### src/hw/rtl/bresenham_line_rasterizer_top_defines.svh
// Assertion macros for the line rasterizer RTL.
// Included by modules that carry concurrent checks; no other dependencies.
`ifndef BRESENHAM_LINE_RASTERIZER_TOP_DEFINES_SVH
`define BRESENHAM_LINE_RASTERIZER_TOP_DEFINES_SVH

`ifndef SYNTHESIS
// same-cycle implication, disabled while reset is asserted
`define BLR_ASSERT_SAME(lbl, clk_i, rstn_i, ante, cons) \
	lbl: assert property (@(posedge clk_i) disable iff (!rstn_i) (ante) |-> (cons)) \
		else $error("blr check failed");
// next-cycle implication, disabled while reset is asserted
`define BLR_ASSERT_NEXT(lbl, clk_i, rstn_i, ante, cons) \
	lbl: assert property (@(posedge clk_i) disable iff (!rstn_i) (ante) |=> (cons)) \
		else $error("blr check failed");
`else
`define BLR_ASSERT_SAME(lbl, clk_i, rstn_i, ante, cons)
`define BLR_ASSERT_NEXT(lbl, clk_i, rstn_i, ante, cons)
`endif

`endif

### src/hw/rtl/blr_pkg.sv
// Shared types and constants for the line rasterizer.
// No dependencies.
package blr_pkg;

	localparam int COLOR_BITS = 24;

	typedef enum logic {
		CMD_START = 1'b0,
		CMD_STEP  = 1'b1
	} cmd_t;

endpackage

### src/hw/rtl/bresenham_line_rasterizer_top.sv
// Bresenham line rasterizer, pixel-pull stream interface.
// Depends on blr_pkg and bresenham_line_rasterizer_top_defines.svh.
//
// Usage:
//   Slave side (s_*): one command word per handshake. s_tuser[0] is the
//   command: start loads both endpoints and the color from s_tdata and
//   returns the start pixel; step returns the next pixel of the line.
//   Master side (m_*): one result word per command. m_tuser[0] is valid_res,
//   low for a step given while no line is active (coordinates, color and
//   tlast are then zero). m_tlast marks the line's end point.
//   A command taken at a clock edge goes to the input register, then to the
//   result register, which drives m_tvalid.
//   Throughput: one command per clock while m_tready is high; the walk state
//   updates in one pass between registers, so back-to-back steps need no gap.
//   Stall: while m_tready is low the result holds and one more command can
//   sit in the input register; s_tready then drops until the result drains.
//   Reset: arst_n clears both stages and the walk state; no line is active.
`include "bresenham_line_rasterizer_top_defines.svh"

module bresenham_line_rasterizer_top
	import blr_pkg::*;
#(
	parameter int COORD_BITS = 12
) (
	input  logic clk,
	input  logic arst_n,
	input  logic s_tvalid,
	output logic s_tready,
	// x_start, y_start, x_end, y_end, pixel_color (low bits first), zero pad
	input  logic [((4*COORD_BITS+COLOR_BITS+7)/8)*8-1:0] s_tdata,
	// command
	input  logic [0:0] s_tuser,
	output logic m_tvalid,
	input  logic m_tready,
	// pixel_x, pixel_y, out_color (low bits first), zero pad
	output logic [((2*COORD_BITS+COLOR_BITS+7)/8)*8-1:0] m_tdata,
	// valid_res
	output logic [0:0] m_tuser,
	output logic m_tlast
);

	localparam int CW     = COORD_BITS;
	localparam int DW     = COORD_BITS + 3;
	localparam int OUT_W  = ((2*COORD_BITS+COLOR_BITS+7)/8)*8;

	// input stage
	logic                  valid_s1;
	cmd_t                  cmd_s1;
	logic [CW-1:0]         xs_s1, ys_s1, xe_s1, ye_s1;
	logic [COLOR_BITS-1:0] color_s1;

	// result stage
	logic                  valid_s2;
	logic                  res_valid_s2;
	logic [CW-1:0]         px_s2, py_s2;
	logic [COLOR_BITS-1:0] color_s2;
	logic                  last_s2;

	// walk state
	logic [CW-1:0]         cur_x_q, cur_y_q;
	logic signed [DW-1:0]  decision_q;
	logic [CW-1:0]         remaining_q;
	logic [CW-1:0]         abs_dx_q, abs_dy_q;
	logic                  x_major_q, x_dir_neg_q, y_dir_neg_q;
	logic [COLOR_BITS-1:0] line_color_q;
	logic                  active_q;

	logic advance, fire, s_fire;

	assign advance  = !valid_s2 || m_tready;
	assign fire     = valid_s1 && advance;
	assign s_tready = !valid_s1 || advance;
	assign s_fire   = s_tvalid && s_tready;

	// next-state and result logic
	logic signed [CW:0]    dx, dy;
	logic [CW-1:0]         adx, ady;
	logic                  st_x_major;
	logic [DW-1:0]         two_adx, two_ady, ini_dec;
	logic [CW-1:0]         st_remaining;
	logic                  dec_nonneg, move_x, move_y;
	logic [DW-1:0]         two_minor, two_major, step_dec;
	logic [CW-1:0]         step_x, step_y, step_remaining;

	logic [CW-1:0]         n_cur_x, n_cur_y, n_remaining, n_adx, n_ady;
	logic signed [DW-1:0]  n_decision;
	logic                  n_x_major, n_x_neg, n_y_neg, n_active;
	logic [COLOR_BITS-1:0] n_color;
	logic                  r_valid, r_last;
	logic [CW-1:0]         r_px, r_py;
	logic [COLOR_BITS-1:0] r_color;

	always_comb begin
		// start-command setup
		dx = signed'({xe_s1[CW-1], xe_s1}) - signed'({xs_s1[CW-1], xs_s1});
		dy = signed'({ye_s1[CW-1], ye_s1}) - signed'({ys_s1[CW-1], ys_s1});
		adx = dx[CW] ? CW'(-dx) : dx[CW-1:0];
		ady = dy[CW] ? CW'(-dy) : dy[CW-1:0];
		st_x_major = adx > ady;
		two_adx = {2'b00, adx, 1'b0};
		two_ady = {2'b00, ady, 1'b0};
		ini_dec = st_x_major ? (two_ady - {3'b000, adx}) : (two_adx - {3'b000, ady});
		st_remaining = st_x_major ? adx : ady;

		// step-command update
		dec_nonneg = !decision_q[DW-1];
		move_x = x_major_q || dec_nonneg;
		move_y = !x_major_q || dec_nonneg;
		two_minor = x_major_q ? {2'b00, abs_dy_q, 1'b0} : {2'b00, abs_dx_q, 1'b0};
		two_major = x_major_q ? {2'b00, abs_dx_q, 1'b0} : {2'b00, abs_dy_q, 1'b0};
		step_dec = DW'(decision_q) + two_minor - (dec_nonneg ? two_major : DW'(0));
		step_x = !move_x ? cur_x_q :
			(x_dir_neg_q ? cur_x_q - CW'(1) : cur_x_q + CW'(1));
		step_y = !move_y ? cur_y_q :
			(y_dir_neg_q ? cur_y_q - CW'(1) : cur_y_q + CW'(1));
		step_remaining = remaining_q - CW'(1);

		// hold by default
		n_cur_x     = cur_x_q;
		n_cur_y     = cur_y_q;
		n_decision  = decision_q;
		n_remaining = remaining_q;
		n_adx       = abs_dx_q;
		n_ady       = abs_dy_q;
		n_x_major   = x_major_q;
		n_x_neg     = x_dir_neg_q;
		n_y_neg     = y_dir_neg_q;
		n_color     = line_color_q;
		n_active    = active_q;
		r_valid     = 1'b0;
		r_px        = '0;
		r_py        = '0;
		r_color     = '0;
		r_last      = 1'b0;

		case (cmd_s1)
			CMD_START: begin
				n_cur_x     = xs_s1;
				n_cur_y     = ys_s1;
				n_decision  = signed'(ini_dec);
				n_remaining = st_remaining;
				n_adx       = adx;
				n_ady       = ady;
				n_x_major   = st_x_major;
				n_x_neg     = dx[CW];
				n_y_neg     = dy[CW];
				n_color     = color_s1;
				n_active    = st_remaining != '0;
				r_valid     = 1'b1;
				r_px        = xs_s1;
				r_py        = ys_s1;
				r_color     = color_s1;
				r_last      = st_remaining == '0;
			end
			CMD_STEP: begin
				if (active_q) begin
					n_cur_x     = step_x;
					n_cur_y     = step_y;
					n_decision  = signed'(step_dec);
					n_remaining = step_remaining;
					n_active    = step_remaining != '0;
					r_valid     = 1'b1;
					r_px        = step_x;
					r_py        = step_y;
					r_color     = line_color_q;
					r_last      = step_remaining == '0;
				end
			end
			default: begin
				r_valid = 1'b0;
			end
		endcase
	end

	// input register
	always_ff @(posedge clk or negedge arst_n) begin
		if (!arst_n) begin
			valid_s1 <= 1'b0;
		end else if (s_tready) begin
			valid_s1 <= s_tvalid;
		end
	end

	always_ff @(posedge clk) begin
		if (s_fire) begin
			cmd_s1   <= cmd_t'(s_tuser[0]);
			xs_s1    <= s_tdata[CW-1:0];
			ys_s1    <= s_tdata[2*CW-1:CW];
			xe_s1    <= s_tdata[3*CW-1:2*CW];
			ye_s1    <= s_tdata[4*CW-1:3*CW];
			color_s1 <= s_tdata[4*CW+COLOR_BITS-1:4*CW];
		end
	end

	// walk state
	always_ff @(posedge clk or negedge arst_n) begin
		if (!arst_n) begin
			cur_x_q      <= '0;
			cur_y_q      <= '0;
			decision_q   <= '0;
			remaining_q  <= '0;
			abs_dx_q     <= '0;
			abs_dy_q     <= '0;
			x_major_q    <= 1'b0;
			x_dir_neg_q  <= 1'b0;
			y_dir_neg_q  <= 1'b0;
			line_color_q <= '0;
			active_q     <= 1'b0;
		end else if (fire) begin
			cur_x_q      <= n_cur_x;
			cur_y_q      <= n_cur_y;
			decision_q   <= n_decision;
			remaining_q  <= n_remaining;
			abs_dx_q     <= n_adx;
			abs_dy_q     <= n_ady;
			x_major_q    <= n_x_major;
			x_dir_neg_q  <= n_x_neg;
			y_dir_neg_q  <= n_y_neg;
			line_color_q <= n_color;
			active_q     <= n_active;
		end
	end

	// result register
	always_ff @(posedge clk or negedge arst_n) begin
		if (!arst_n) begin
			valid_s2 <= 1'b0;
		end else if (advance) begin
			valid_s2 <= valid_s1;
		end
	end

	always_ff @(posedge clk) begin
		if (fire) begin
			res_valid_s2 <= r_valid;
			px_s2        <= r_px;
			py_s2        <= r_py;
			color_s2     <= r_color;
			last_s2      <= r_last;
		end
	end

	assign m_tvalid   = valid_s2;
	assign m_tdata    = OUT_W'({color_s2, py_s2, px_s2});
	assign m_tuser[0] = res_valid_s2;
	assign m_tlast    = last_s2;

	// checks
	`BLR_ASSERT_SAME(a_active_has_pixels, clk, arst_n, active_q, remaining_q != '0)
	`BLR_ASSERT_SAME(a_idle_result_blank, clk, arst_n, valid_s2 && !res_valid_s2,
		px_s2 == '0 && py_s2 == '0 && color_s2 == '0 && !last_s2)
	`BLR_ASSERT_NEXT(a_last_ends_line, clk, arst_n, fire && r_valid && r_last, !active_q)
	`BLR_ASSERT_NEXT(a_step_counts_down, clk, arst_n,
		fire && cmd_s1 == CMD_STEP && active_q,
		remaining_q == $past(remaining_q) - CW'(1))

endmodule
### config.mk
export PLATFORM = sky130hd
export DESIGN_NAME = bresenham_line_rasterizer_top
export DESIGN_NICKNAME = d
export VERILOG_FILES = /design/src/hw/rtl/blr_pkg.sv /design/src/hw/rtl/bresenham_line_rasterizer_top.sv
export VERILOG_INCLUDE_DIRS = /design/src /design/src/hw/rtl
export SDC_FILE = /design/constraint.sdc
export NUM_CORES = 1
export LEC_CHECK = 0
export ABC_AREA = 1
export BUFFER_PORTS_ARGS = -buffer_cell sky130_fd_sc_hd__buf_2
export CORE_MARGIN = 5
export CORE_UTILIZATION = 35
export DETAILED_ROUTE_END_ITERATION = 12
export GPL_TIMING_DRIVEN = 0
export SETUP_SLACK_MARGIN = 0.4
export SYNTH_ARGS = -nofsm -noshare
export SYNTH_HDL_FRONTEND = slang
export SYNTH_SLANG_ARGS = --single-unit
export TNS_END_PERCENT = 5
### constraint.sdc
create_clock -name clk -period 5 [get_ports clk]
set_clock_uncertainty 0.2 [all_clocks]
set_input_delay 1 -clock clk [delete_from_list [all_inputs] [get_ports clk]]
set_output_delay 1 -clock clk [all_outputs]
set_load 0.02 [all_outputs]
Word level (Yosys, flattened, before mapping)
Index checks and enable logic that the tools add are counted.
Operators by class
  add/subtract/negate cells: 13
  magnitude comparators: 1
  equality and inequality tests: 1
  muxes and demuxes: 31
  bitwise logic cells: 1
  reductions and logical operators: 16
Operator list (count)
  two-way mux 12 bit: 12
  one-hot mux 12 bit (2 select lines): 5
  one-hot mux 24 bit (2 select lines): 1
  two-way mux 13 bit: 3
  subtractor 12 x 1 -> 12 bit (second input constant): 3
  two-way mux 15 bit: 2
  one-hot mux 15 bit (2 select lines): 1
  subtractor 13 x 12 -> 14 bit: 2
  subtractor 12 x 12 -> 13 bit: 2
  adder 12 x 1 -> 12 bit (second input constant): 2
  zero test 12 bit: 2
  two-way mux 24 bit: 1
  negation 12 bit: 2
  nonzero test 12 bit: 2
  adder 15 x 13 -> 15 bit: 1
  subtractor 15 x 13 -> 15 bit: 1
  > comparator 12 bit: 1
  one-hot mux 1 bit (2 select lines): 3
  zero test 1 bit: 4
  logical OR 1 bit: 4
  AND reduction 2 bit: 2
  two-way mux 1 bit: 3
  logical AND 1 bit: 2
  != test 2 x 1 -> 1 bit (second input constant): 1
  NOT 1 bit: 1
Storage, ports and cells
  register bits: 228
  input port bits: 77
  output and inout port bits: 52
  word-level logic and storage cells: 87

Depth between registers and ports, before layout
Gate-level depths: netlist of run 1.
  depth in word-level cells: 7
  depth in mapped cells: 35
  mapped depth without buffers: 35

Worst setup path before layout of run 1
Ideal clock, no wire load.
  kind: register -> register
  from: reg xs_s1[0]
  to: reg decision_q[12]
  library setup time: 133 ps
  arrival: 4091 ps
  required time: 4667 ps
  slack: 576 ps
  stages on the path, launching flop included: 32
  buffers on the path: 0
  period minus slack after synthesis: 4424 ps
  path through: edfxtp_1 ha_1 fa_1 inv_1 nand3_1 nand2_1 nand2_1 nand2_1 nand2_1 nand3_1 nand2_1 inv_1 nor2_1 xor2_1 inv_1 ha_1 nand3_1 nand2_1 a21oi_1 nor2_1 nor2_1 o31ai_1 a21oi_1 nand2_1 nand2_1 o21ai_0 a21oi_1 or2_2 nand3_1 nand2_1 a21oi_1 a21oi_1
Between the ends
  cells in the longest elaborated chain, start to end: 6
  elaborated cells between the ends (all ways): 8
  those cells by class: 4 x add/sub; 1 x order compare; 3 x mux
Ends and longest elaborated chain
  start: declaration: RTL line bresenham_line_rasterizer_top.sv:49  | logic [CW-1:0] xs_s1, ys_s1, xe_s1, ye_s1;
  start signal: assignment: RTL line bresenham_line_rasterizer_top.sv:187  | xs_s1 <= s_tdata[CW-1:0];
  subtractor 12 x 12 -> 13 bit (*): RTL line bresenham_line_rasterizer_top.sv:95  | dx = signed'({xe_s1[CW-1], xe_s1}) - signed'({xs_s1[CW-1], xs_s1});
  negation 12 bit: RTL line bresenham_line_rasterizer_top.sv:97  | adx = dx[CW] ? CW'(-dx) : dx[CW-1:0];
  two-way mux 12 bit (*): RTL line bresenham_line_rasterizer_top.sv:97
  via adx[2]: RTL line bresenham_line_rasterizer_top.sv:77  | logic [CW-1:0] adx, ady;
  subtractor 13 x 12 -> 14 bit or > comparator 12 bit (tied branches): RTL line bresenham_line_rasterizer_top.sv:102, bresenham_line_rasterizer_top.sv:99
  two-way mux 15 bit (*): RTL line bresenham_line_rasterizer_top.sv:102  | ini_dec = st_x_major ? (two_ady - {3'b000, adx}) : (two_adx - {3'b000, ady});
  one-hot mux 15 bit (2 select lines) (*): RTL line bresenham_line_rasterizer_top.sv:136  | case (cmd_s1)
  end signal: assignment: RTL line bresenham_line_rasterizer_top.sv:212  | decision_q <= n_decision;
  end: declaration: RTL line bresenham_line_rasterizer_top.sv:61  | logic signed [DW-1:0] decision_q;
Mark *: on every way through the listed nets, which the timed path passes. The rest lies on a longest branch.
A chain may end at the register's enable or synchronous reset.

Final worst setup path of run 1
  from: reg ys_s1[0]
  to: reg last_s2 (netlist: m_tlast), data pin
Between the ends
  cells in the longest elaborated chain, start to end: 7
Ends and longest elaborated chain
  start: declaration: RTL line bresenham_line_rasterizer_top.sv:49
  start signal: assignment: RTL line bresenham_line_rasterizer_top.sv:188  | ys_s1 <= s_tdata[2*CW-1:CW];
  subtractor 12 x 12 -> 13 bit (*): RTL line bresenham_line_rasterizer_top.sv:96  | dy = signed'({ye_s1[CW-1], ye_s1}) - signed'({ys_s1[CW-1], ys_s1});
  negation 12 bit: RTL line bresenham_line_rasterizer_top.sv:98  | ady = dy[CW] ? CW'(-dy) : dy[CW-1:0];
  two-way mux 12 bit (*): RTL line bresenham_line_rasterizer_top.sv:98
  > comparator 12 bit: RTL line bresenham_line_rasterizer_top.sv:99  | st_x_major = adx > ady;
  two-way mux 12 bit (*): RTL line bresenham_line_rasterizer_top.sv:103  | st_remaining = st_x_major ? adx : ady;
  zero test 12 bit (*): RTL line bresenham_line_rasterizer_top.sv:153  | r_last = st_remaining == '0;
  one-hot mux 1 bit (2 select lines) (*): RTL line bresenham_line_rasterizer_top.sv:136
  via r_last: RTL line bresenham_line_rasterizer_top.sv:89  | logic r_valid, r_last;
  end signal: assignment: RTL line bresenham_line_rasterizer_top.sv:239  | last_s2 <= r_last;
  end: declaration: RTL line bresenham_line_rasterizer_top.sv:57  | logic last_s2;
Marked as above.

==> impl_metrics.ini, run 1 <==
[cts]
clk_transition_reported_paths_ns = 0.06
cts_tree = done
cts.path.max_buffers = 3
cts.htree.levels = 1
hold_buffers = 0
clk_latency_ns = 0.55
clock_sinks = 227
cts_buffers = 26
ctsRootBufferMaster = sky130_fd_sc_hd__clkbuf_16

[global_route]
antenna_found_initial = 0
grt_first_pass_wirelength_mm = 63.2
grt_pass1_vias = 11652
gr-total-overflow = 0
grt_util_all_layers_pct = 17.7
grt_start_max_net_pins = 86

[critical_path]
crit_path_max_fanout = 10
crit-reg2reg-launch = ys_s1[0]
crit_type = reg2reg
worstSetupEndpointType = flip-flop
crit_path_arrival_time_ns = 4.64
worst_ep_required_time_ns = 5.17
cp-start-kind = flip-flop
timing.rr.end = m_tlast
r2r_cells = 20
ff2ff_setup_slack_ns = 0.53

[sta]
report.final.setup_viol = 0
final-hold-violation-count = 0
setup_slack_ns = 0.531
fin_hold_ws_ns = 0.103
maxSlewHeadroom_pct = 40.9
setup_repair_after_global_routing_missed_its_margin = yes
fmaxAchievable_mhz = 224
slew_viol_final = 0
timing_worst_slew_pin_value_ns = 0.887
timing.final.crit_period_ns = 4.47
final.period_utilization_pct = 89.4

[synthesis]
syn_inst = 1690
post_synth_num_cell_types = 58
synth_enable_flop_cells = 123
yosys-top-cells-count = sky130_fd_sc_hd__nand2_1 (371), sky130_fd_sc_hd__inv_1 (238), sky130_fd_sc_hd__o21ai_0 (192), sky130_fd_sc_hd__edfxtp_1 (123), sky130_fd_sc_hd__nor2_1 (117)
post_synth_main_area_contributors = sky130_fd_sc_hd__edfxtp_1 (26%), sky130_fd_sc_hd__dfrtp_1 (18%), sky130_fd_sc_hd__nand2_1 (9.7%)
synth_area_per_cell_sq_um = 8.46
synth_area_leader_cell = sky130_fd_sc_hd__edfxtp_1
cell_area_after_synthesis_sq_um = 14300
async_reset_ff_share_pct = 45.8
yosys_reg_bits = 227
synth_flop_cell = sky130_fd_sc_hd__edfxtp_1
synthesized_netlist_net_count = 1877
yosys_warns = 0
sequential_area_share_after_synthesis_pct = 44.0
post-synth-top-count-cell = sky130_fd_sc_hd__nand2_1
post-synth-top-area-fraction_pct = 25.8

[pwr]
power.static_leakage_nw = 8.18
p_per_area_nw_per_um2 = 664
switching_fraction_pct = 45.0
p_seq_share_pct = 24.6
power.share.clock_pct = 17.5
irDropWorstVdd_mv = 0.359
part_of_the_power_in_combinational_logic_pct = 57.9
p_int_w = 0.00641
power.switching_w = 0.00524

[cells_and_area]
post_layout_nonfiller_instances = 2456
seq_area_sq_um = 6300
final_nets = 2091
drive_above_1_share_pct = 21.8
finish.utilization_pct = 43.1
num-fill-cells = 3964
syn_to_final_growth_pct = 22.6
area_of_combinational_cells_with_multiple_inputs_sq_um = 7280
antenna_cells = 0
layout.cell_area.non_filler_sq_um = 17500

[placement]
detailedPlacementHpwl_mm = 30.2
post_dp_cell_area_sq_um = 15700
gp_congestion = 0.923
worst_slack_at_placement_ns = -0.848
io_buffers = 128
post-place-cells = 2353

[route]
routed_via_density = 4.92
route.detailed.wl_per_inst_um = 16.7
routed-via-count = 12091
route.detailed.drc = 0
postRouteWirelength_mm = 40.9
drt_first_pass_iters = 5
detail_route.iter0.violations = 879
final_antenna_net_count = 0

[flow_run]
max-cap-violations = 0

[outcome]
outcome = finished clean

[hold_path]
holdCritPathClass = in2async

[floorplanning]
chipHeight_um = 212
floorplan.initialDensity_pct = 35.2
die_area_sq_um = 45000
core_area_sq_um = 40600
floorplan.rows = 74
die_w_um = 212
design.portCount = 129
## cell usage in the layout (no fill, tap or decap), drive strengths merged, types with 3 or more instances in the layout
master	count
a21o	3
a21oi	104
a221o	4
a22oi	4
a31oi	3
and2	3
buf	197
bufinv	3
clkbuf	74
clkinv	8
dfrtp	104
edfxtp	123
fa	19
ha	91
inv	249
mux2i	8
nand2	405
nand3	72
nand4	9
nor2	127
nor3	3
o211ai	10
o21ai	205
o21bai	7
o22ai	6
o31ai	3
xnor2	19
xor2	43
## worst max-delay path by stage
stage | endpoint | cells after the start | startpoint
global placement | decision_q[14] | 28 | xs_s1[5]
floorplan | decision_q[12] | 31 | xs_s1[0]
CTS | decision_q[12] | 31 | ys_s1[5]
global route | decision_q[14] | 30 | ys_s1[0]
finish | m_tlast | 20 | ys_s1[0]
detailed placement | decision_q[11] | 29 | xs_s1[5]
## layout make-up
| cell class | instances | area share, % |
|---|---|---|
| timing repair buffer | 186 | 6.51 |
| clock buffer | 34 | 4.35 |
| inverter | 248 | 5.44 |
| multi-input combinational | 1164 | 41.5 |
| clock inverter | 14 | 0.913 |
| sequential | 227 | 35.9 |
| buffer | 51 | 1.56 |
| tap | 532 | 3.80 |
## sequential cells by signal, indices dropped and copies added, names as in the netlist, 12 cells and up
| signal | cells |
|---|---|
| abs_dy_q | 12 |
| ye_s1 | 12 |
| ys_s1 | 12 |
| xe_s1 | 12 |
| px_s2 | 12 |
| remaining_q | 12 |
| color_s1 | 24 |
| color_s2 | 24 |
| cur_x_q | 12 |
| line_color_q | 24 |
| py_s2 | 12 |
| xs_s1 | 12 |
| abs_dx_q | 12 |
| cur_y_q | 12 |
| decision_q | 14 |
## through the flow
stage                     setup TNS (ns)  total power (W)
after CTS                              0           0.0113
after global placement             -4.43          0.00885
final                                  0           0.0116
after detailed placement           -5.70          0.00899
after global routing                   0           0.0127
after floorplan                        0          0.00749
## layer usage
layer  global-route usage, %  up-vias  wire length (um)  part of all wire (%)
li1                        -     5983                 -                     -
met1                    24.3     5759             18300                    45
met2                    29.5      285             19400                    47
met3                    2.35       64              2000                   4.9
met4                    5.38        0              1220                   3.0
met5                       0        -                 0                     0
## worst max-delay path, stage by stage (launching register included)
cell and delay (ns):
sky130_fd_sc_hd__edfxtp_1 0.40, sky130_fd_sc_hd__ha_2 0.21, sky130_fd_sc_hd__fa_2 0.54, sky130_fd_sc_hd__inv_1 0.06
sky130_fd_sc_hd__nor3_2 0.33, sky130_fd_sc_hd__nand3_2 0.13, sky130_fd_sc_hd__o21ai_0 0.22, sky130_fd_sc_hd__xor2_1 0.48
sky130_fd_sc_hd__ha_1 0.35, sky130_fd_sc_hd__a21oi_1 0.12, sky130_fd_sc_hd__o21ai_0 0.09, sky130_fd_sc_hd__nand2_1 0.11
sky130_fd_sc_hd__nand3_4 0.14, sky130_fd_sc_hd__nand2_8 0.14, sky130_fd_sc_hd__buf_12 0.15, sky130_fd_sc_hd__nand2_2 0.07
sky130_fd_sc_hd__nand2_2 0.09, sky130_fd_sc_hd__nand2_1 0.05, sky130_fd_sc_hd__nor2_1 0.13, sky130_fd_sc_hd__nand3_2 0.10
sky130_fd_sc_hd__mux2i_2 0.21
## power groups by stage
| stage | clock [W] | combinational, W | sequential (W) |
|---|---|---|---|
| 2_1_floorplan | 0 | 0.00456 | 0.00293 |
| 3_3_place_gp | 0 | 0.00595 | 0.00289 |
| 3_5_place_dp | 0 | 0.00610 | 0.00290 |
| 4_1_cts | 0.00208 | 0.00640 | 0.00287 |
| 5_1_grt | 0.00214 | 0.00760 | 0.00293 |
| 6_report | 0.00203 | 0.00675 | 0.00287 |
## kinds of logic after synthesis
kind of cell,count (synthesis),synth area share (%)
flip-flops,227,44.0
AO/OA/AOI/OAI,359,13.7
XOR/XNOR,62,3.80
AND/OR/NAND/NOR,625,18.9
adder cells (fa/ha/maj),110,10.6
multiplexers,8,0.560
buffers and inverters,299,8.42
## what timing repair did
item,CTS,global route
resized for setup,60,73
gates cloned,0,0
setup endpoints to repair,29,20
hold endpoints to repair,0,0
pin swaps,15,42
buffers inserted,19,36
(Power assumes the default switching activity.)
==> run 2: changes to the inputs <==
--- a/config.mk
+++ b/config.mk
@@ -12,7 +12,9 @@
 export CORE_UTILIZATION = 35
 export DETAILED_ROUTE_END_ITERATION = 12
 export GPL_TIMING_DRIVEN = 0
+export MAX_ROUTING_LAYER = met4
 export SETUP_SLACK_MARGIN = 0.4
+export SLEW_MARGIN = 20
 export SYNTH_ARGS = -nofsm -noshare
 export SYNTH_HDL_FRONTEND = slang
 export SYNTH_SLANG_ARGS = --single-unit
==> run 2 against run 1 <==
  * Routed wire length grew 1.3%
  * Utilization grew 0.57 points
  * Register-to-register slack gained 0.02 ns
  * Via count grew 0.87%
  * Fmax grew 0.42%
  * Clock power shrank 2%
  * Count of clock-buffer cells in the layout grew 2
  * Flip-flop and latch count is the same
  * Final cell count grew 0.37%
  * Worst setup slack gained 0.019 ns
  * Largest power group unchanged
  * Die area is the same
  * Design area grew 1.3%
==> impl_metrics.ini, run 2 (synthesized netlist as in run 1, its figures left out) <==
[sta]
maxSlewHeadroom_pct = 39.6
timing.final.crit_period_ns = 4.45
final.period_utilization_pct = 89.0
timing_worst_slew_pin_value_ns = 0.905
final-hold-violation-count = 0
setup_repair_after_global_routing_missed_its_margin = yes
fmaxAchievable_mhz = 225
slew_viol_final = 0
report.final.setup_viol = 0
setup_slack_ns = 0.550
fin_hold_ws_ns = 0.170

[route]
routed-via-count = 12196
detailroute.wirelength.met3_mm = 1.63
route.detailed.drc = 0
metal_1_wl_mm = 18.7
drt_first_pass_iters = 5
top_signal_layer_used = met4
routed-wl-met2_mm = 19.9
final_antenna_net_count = 0
routed_via_density = 4.95
route.detailed.wl_per_inst_um = 16.8
postRouteWirelength_mm = 41.5
detail_route.iter0.violations = 820

[cells_and_area]
layout.cell_area.non_filler_sq_um = 17800
reg.largest.list = color_s1 x24, color_s2 x24, line_color_q x24
drive_above_1_share_pct = 23.4
syn_to_final_growth_pct = 24.2
most_used_cells_in_the_layout_excluding_fill_and_tap_cells = sky130_fd_sc_hd__nand2_1 (349), sky130_fd_sc_hd__inv_1 (221), sky130_fd_sc_hd__o21ai_0 (180), sky130_fd_sc_hd__buf_2 (129), sky130_fd_sc_hd__edfxtp_1 (123)
final_nets = 2100
antenna_cells = 0
layout.cells.most_common = sky130_fd_sc_hd__nand2_1
num-fill-cells = 3981

[floorplanning]
floorplan.initialDensity_pct = 35.2
chipHeight_um = 212
core_area_sq_um = 40600
die_area_sq_um = 45000
design.portCount = 129
die_w_um = 212
floorplan.rows = 74

[global_route]
antenna_found_initial = 0
gr-total-overflow = 0
grt_pass1_vias = 11897
grt_start_max_net_pins = 68
grt_first_pass_wirelength_mm = 64.1
grt_util_all_layers_pct = 18.4

[cts]
clock_sinks = 227
clk_latency_ns = 0.56
ctsRootBufferMaster = sky130_fd_sc_hd__clkbuf_16
clk_transition_reported_paths_ns = 0.06
cts_buffers = 26
cts_tree = done
cts.htree.levels = 1
cts.path.max_buffers = 3

[flow_run]
max-cap-violations = 0

[critical_path]
timing.rr.end = decision_q[12]
crit_type = reg2reg
r2r_cells = 28
crit_path_max_fanout = 6
worstSetupEndpointType = flip-flop
critical_path.most_common_cell = sky130_fd_sc_hd__nand2_2
critPathMaxStageDelay_ns = 0.43
crit-reg2reg-launch = xs_s1[0]
ff2ff_setup_slack_ns = 0.55
crit_path_arrival_time_ns = 4.64
cp_top_family = simple AND/OR/NAND/NOR gates
crit_slowest_cell = sky130_fd_sc_hd__edfxtp_1
critPathBufInv = 5
worst_ep_required_time_ns = 5.19
cp-start-kind = flip-flop

[outcome]
outcome = finished clean

[pwr]
p_seq_share_pct = 24.2
power.static_leakage_nw = 8.24
part_of_the_power_in_combinational_logic_pct = 59.1
switching_fraction_pct = 45.3
p_per_area_nw_per_um2 = 669
power.switching_w = 0.00539
p_int_w = 0.00650
finalPower_w = 0.0119
power.share.clock_pct = 16.7
irDropWorstVdd_mv = 0.306

[placement]
gp_congestion = 0.932
worst_slack_at_placement_ns = -0.762
post_dp_cell_area_sq_um = 15700
io_buffers = 128
detailedPlacementHpwl_mm = 30.4

[hold_path]
holdCritPathClass = in2async
[run 2: changes by cell type in the layout (fill, tap and decap cells not counted), sizes merged]
cell / previous run / this run
buf: 197 / 206
inv: 249 / 250
bufinv: 3 / 2
clkinv: 8 / 6
clkbuf: 74 / 76
[run 2: worst max-delay path by stage]
stage	startpoint	endpoint	slack [ns]	depth (start not counted)
after floorplan	xs_s1[0]	decision_q[12]	0.58	31
after global placement	xs_s1[5]	decision_q[14]	-0.69	28
after detailed placement	xs_s1[5]	decision_q[11]	-0.76	29
after CTS	ys_s1[3]	decision_q[14]	0.38	30
after global routing	xs_s1[0]	decision_q[13]	0.35	33
final	xs_s1[0]	decision_q[12]	0.55	28
[run 2: power by group through the flow]
stage | clock network [W] | logic (W) | registers [W]
floorplan | 0 | 0.00456 | 0.00293
global placement | 0 | 0.00596 | 0.00289
detailed placement | 0 | 0.00612 | 0.00290
CTS | 0.00203 | 0.00646 | 0.00287
global route | 0.00210 | 0.00787 | 0.00293
finish | 0.00199 | 0.00703 | 0.00287
[run 2: area by class of cell]
class,instances,area [sq um],area share (%)
Multi-Input combinational cell,1164,7470,42.0
Clock inverter,12,130,0.732
Inverter,248,948,5.34
Sequential cell,227,6300,35.4
Timing Repair Buffer,195,1230,6.91
Tap cell,532,666,3.75
Clock buffer,36,762,4.29
Buffer,51,272,1.53
[run 2: per-stage QoR]
step	instances	util (%)	TNS, ns
global route	2465	43.7	0
detailed placement	2353	38.6	-5.21
global placement	2350	38.4	-4.29
finish	2465	43.7	0
CTS	2425	42.0	0
floorplan	1690	-	0
[run 2: metal layers]
metal,vias to the layer above,GRT usage (%)
li1,6007,-
met1,5868,24.5
met2,256,29.9
met3,65,2.01
met4,0,5.33
met5,-,-
[run 2: timing repair]
| action | 4_1_cts | 5_1_grt |
|---|---|---|
| gates cloned | 0 | 1 |
| pin swaps | 14 | 57 |
| setup buffers | 24 | 39 |
| endpoints found under the setup margin | 29 | 17 |
| endpoints found under the hold margin | 0 | 0 |
| resized for setup | 63 | 107 |
| hold buffers | 0 | 0 |
==> run 3: changes to the inputs <==
--- a/config.mk
+++ b/config.mk
@@ -9,7 +9,7 @@
 export ABC_AREA = 1
 export BUFFER_PORTS_ARGS = -buffer_cell sky130_fd_sc_hd__buf_2
 export CORE_MARGIN = 5
-export CORE_UTILIZATION = 35
+export CORE_UTILIZATION = 30
 export DETAILED_ROUTE_END_ITERATION = 12
 export GPL_TIMING_DRIVEN = 0
 export MAX_ROUTING_LAYER = met4
==> run 3 against run 2 <==
  * Sequential power barely moved
  * Flip-flop and latch count did not move
  * Global-route usage decreased by 2.5 points
  * Worst setup slack got worse by 0.078 ns
  * Critical path depth fell by 5
  * First-iteration DRC count grew 2.4%
  * Combinational power down 2%
  * Total power shrank 0.61%
  * Sequential share of layout area rose by 0.26 points
==> impl_metrics.ini, run 3 (synthesized netlist as in run 1, its figures left out) <==
[outcome]
outcome = finished clean

[cells_and_area]
post_layout_nonfiller_instances = 2532
drive_above_1_share_pct = 21.6
most_used_cells_in_the_layout_excluding_fill_and_tap_cells = sky130_fd_sc_hd__nand2_1 (359), sky130_fd_sc_hd__inv_1 (225), sky130_fd_sc_hd__o21ai_0 (180), sky130_fd_sc_hd__buf_2 (128), sky130_fd_sc_hd__edfxtp_1 (123)
final_nets = 2085
num-fill-cells = 4859
reg.largest.list = color_s1 x24, color_s2 x24, line_color_q x24
layout.cell_area.non_filler_sq_um = 17600
layout.cells.most_common = sky130_fd_sc_hd__nand2_1
syn_to_final_growth_pct = 23.4

[sta]
slew_viol_final = 0
setup_repair_after_global_routing_missed_its_margin = yes
timing_worst_slew_pin_value_ns = 0.955
timing.final.crit_period_ns = 4.53
report.final.setup_viol = 0
maxSlewHeadroom_pct = 36.3
setup_slack_ns = 0.472
final.period_utilization_pct = 90.6
fmaxAchievable_mhz = 221
final-hold-violation-count = 0
fin_hold_ws_ns = 0.158

[cts]
cts.path.max_buffers = 3
clock_sinks = 227
cts_buffers = 25
clk_latency_ns = 0.54
clk_transition_reported_paths_ns = 0.06
ctsRootBufferMaster = sky130_fd_sc_hd__clkbuf_16
cts.htree.levels = 1
cts_tree = done

[route]
detail_route.iter0.violations = 840
postRouteWirelength_mm = 41.8
route.detailed.wl_per_inst_um = 16.5
routed-via-count = 12033
final_antenna_net_count = 0
drt_first_pass_iters = 10
routed_via_density = 4.75
route.detailed.drc = 0

[critical_path]
crit_cells = 23
path_cells = ha_2 -> fa_2 -> ha_2 -> inv_1 -> nor2_2 -> nand3_1 -> nor2_2 -> nand2_1 -> o21ai_2 -> xor2_2 -> inv_1 -> ha_1 -> nand3_2 -> nor2_4 -> nand4_4 -> nand2_4 -> buf_12 -> nand2_2 -> nand2_1 -> nand2_1 -> nor2_1 -> nand3_2 -> mux2i_1
worstSetupEndpointType = flip-flop
cp_top_family = simple AND/OR/NAND/NOR gates
critPathBufInv = 3
critPathMaxStageDelay_ns = 0.56
crit-reg2reg-launch = xs_s1[0]
timing.rr.end = m_tlast
crit_path_arrival_time_ns = 4.70
crit_path_max_fanout = 10
crit_type = reg2reg
cp-start-kind = flip-flop
worst_ep_required_time_ns = 5.17
ff2ff_setup_slack_ns = 0.47
critical_path.most_common_cell = sky130_fd_sc_hd__nand2_1
r2r_cells = 23
crit_slowest_cell = sky130_fd_sc_hd__fa_2

[floorplanning]
design.portCount = 129
die_area_sq_um = 52100
floorplan.rows = 80
floorplan.initialDensity_pct = 30.1
core_area_sq_um = 47400
die_w_um = 228
chipHeight_um = 228

[pwr]
p_per_area_nw_per_um2 = 670
power.static_leakage_nw = 8.14
finalPower_w = 0.0118
irDropWorstVdd_mv = 0.266

[hold_path]
holdCritPathClass = in2async

[placement]
gp_congestion = 0.922
detailedPlacementHpwl_mm = 30.9
worst_slack_at_placement_ns = -0.685
post-place-cells = 2436
io_buffers = 128
post_dp_cell_area_sq_um = 15800

[global_route]
gr-total-overflow = 0
grt_first_pass_wirelength_mm = 64.9
grt_pass1_vias = 11761
grt_start_max_net_pins = 72
grt_util_all_layers_pct = 15.9
antenna_found_initial = 2

[flow_run]
max-cap-violations = 0
==> run 3: changes by cell type in the layout (fill, tap and decap cells not counted), sizes merged <==
cell    before  now
buf        206  192
bufinv       2    6
clkbuf      76   72
diode        0    1
inv        250  247
==> run 3: cell type report <==
class                           count  area (sq um)  share of cell area (%)
Multi-Input combinational cell   1164          7350                    41.7
Sequential cell                   227          6300                    35.7
Timing Repair Buffer              181          1110                    6.31
Inverter                          248           953                    5.40
Tap cell                          615           769                    4.36
Clock buffer                       32           662                    3.75
Buffer                             51           270                    1.53
Clock inverter                     13           224                    1.27
Antenna cell                        1          2.50                  0.0142
==> run 3: worst max-delay path by stage <==
stage	slack (ns)	end	from
floorplan	0.58	decision_q[12]	xs_s1[0]
global placement	-0.61	decision_q[11]	xs_s1[5]
detailed placement	-0.69	decision_q[14]	xs_s1[3]
CTS	0.38	m_tlast	xs_s1[0]
global route	0.22	decision_q[12]	ys_s1[0]
finish	0.47	m_tlast	xs_s1[0]
==> run 3: worst reg2reg max path: cells and delay by family, from the launching register on <==
| kind | cells | cell delay, ns |
|---|---|---|
| flip-flops | 1 | 0.41 |
| AO/OA/AOI/OAI | 1 | 0.17 |
| buffers and inverters | 3 | 0.34 |
| XOR/XNOR | 1 | 0.29 |
| multiplexers | 1 | 0.17 |
| AND/OR/NAND/NOR | 13 | 1.49 |
| adder cells (fa/ha/maj) | 4 | 1.29 |
==> run 3: per-stage QoR <==
stage | TNS (ns) | util (%)
finish | 0 | 37.2
CTS | 0 | 36.0
floorplan | 0 | -
global placement | -3.59 | 33.1
detailed placement | -4.24 | 33.3
global route | 0 | 37.2
==> run 3: power breakdown <==
| part | switching, W | internal [W] |
|---|---|---|
| clock network | 0.000777 | 0.00124 |
| registers | 0.000318 | 0.00255 |
| logic | 0.00422 | 0.00270 |
| total | 0.00531 | 0.00650 |
==> run 3: layer usage <==
metal  track usage (%)  vias to the layer above  wire length [um]
li1                  -                     5971                 -
met1              20.2                     5740             18500
met2              27.1                      264             20500
met3              1.52                       58              1490
met4              4.54                        0              1210
met5                 -                        -                 0
==> run 3: what timing repair did <==
action | CTS | global route
pin swaps | 16 | 40
resized for setup | 58 | 84
cloned | 0 | 0
hold buffers | 0 | 0
buffers inserted | 21 | 29
setup endpoints to repair | 29 | 27
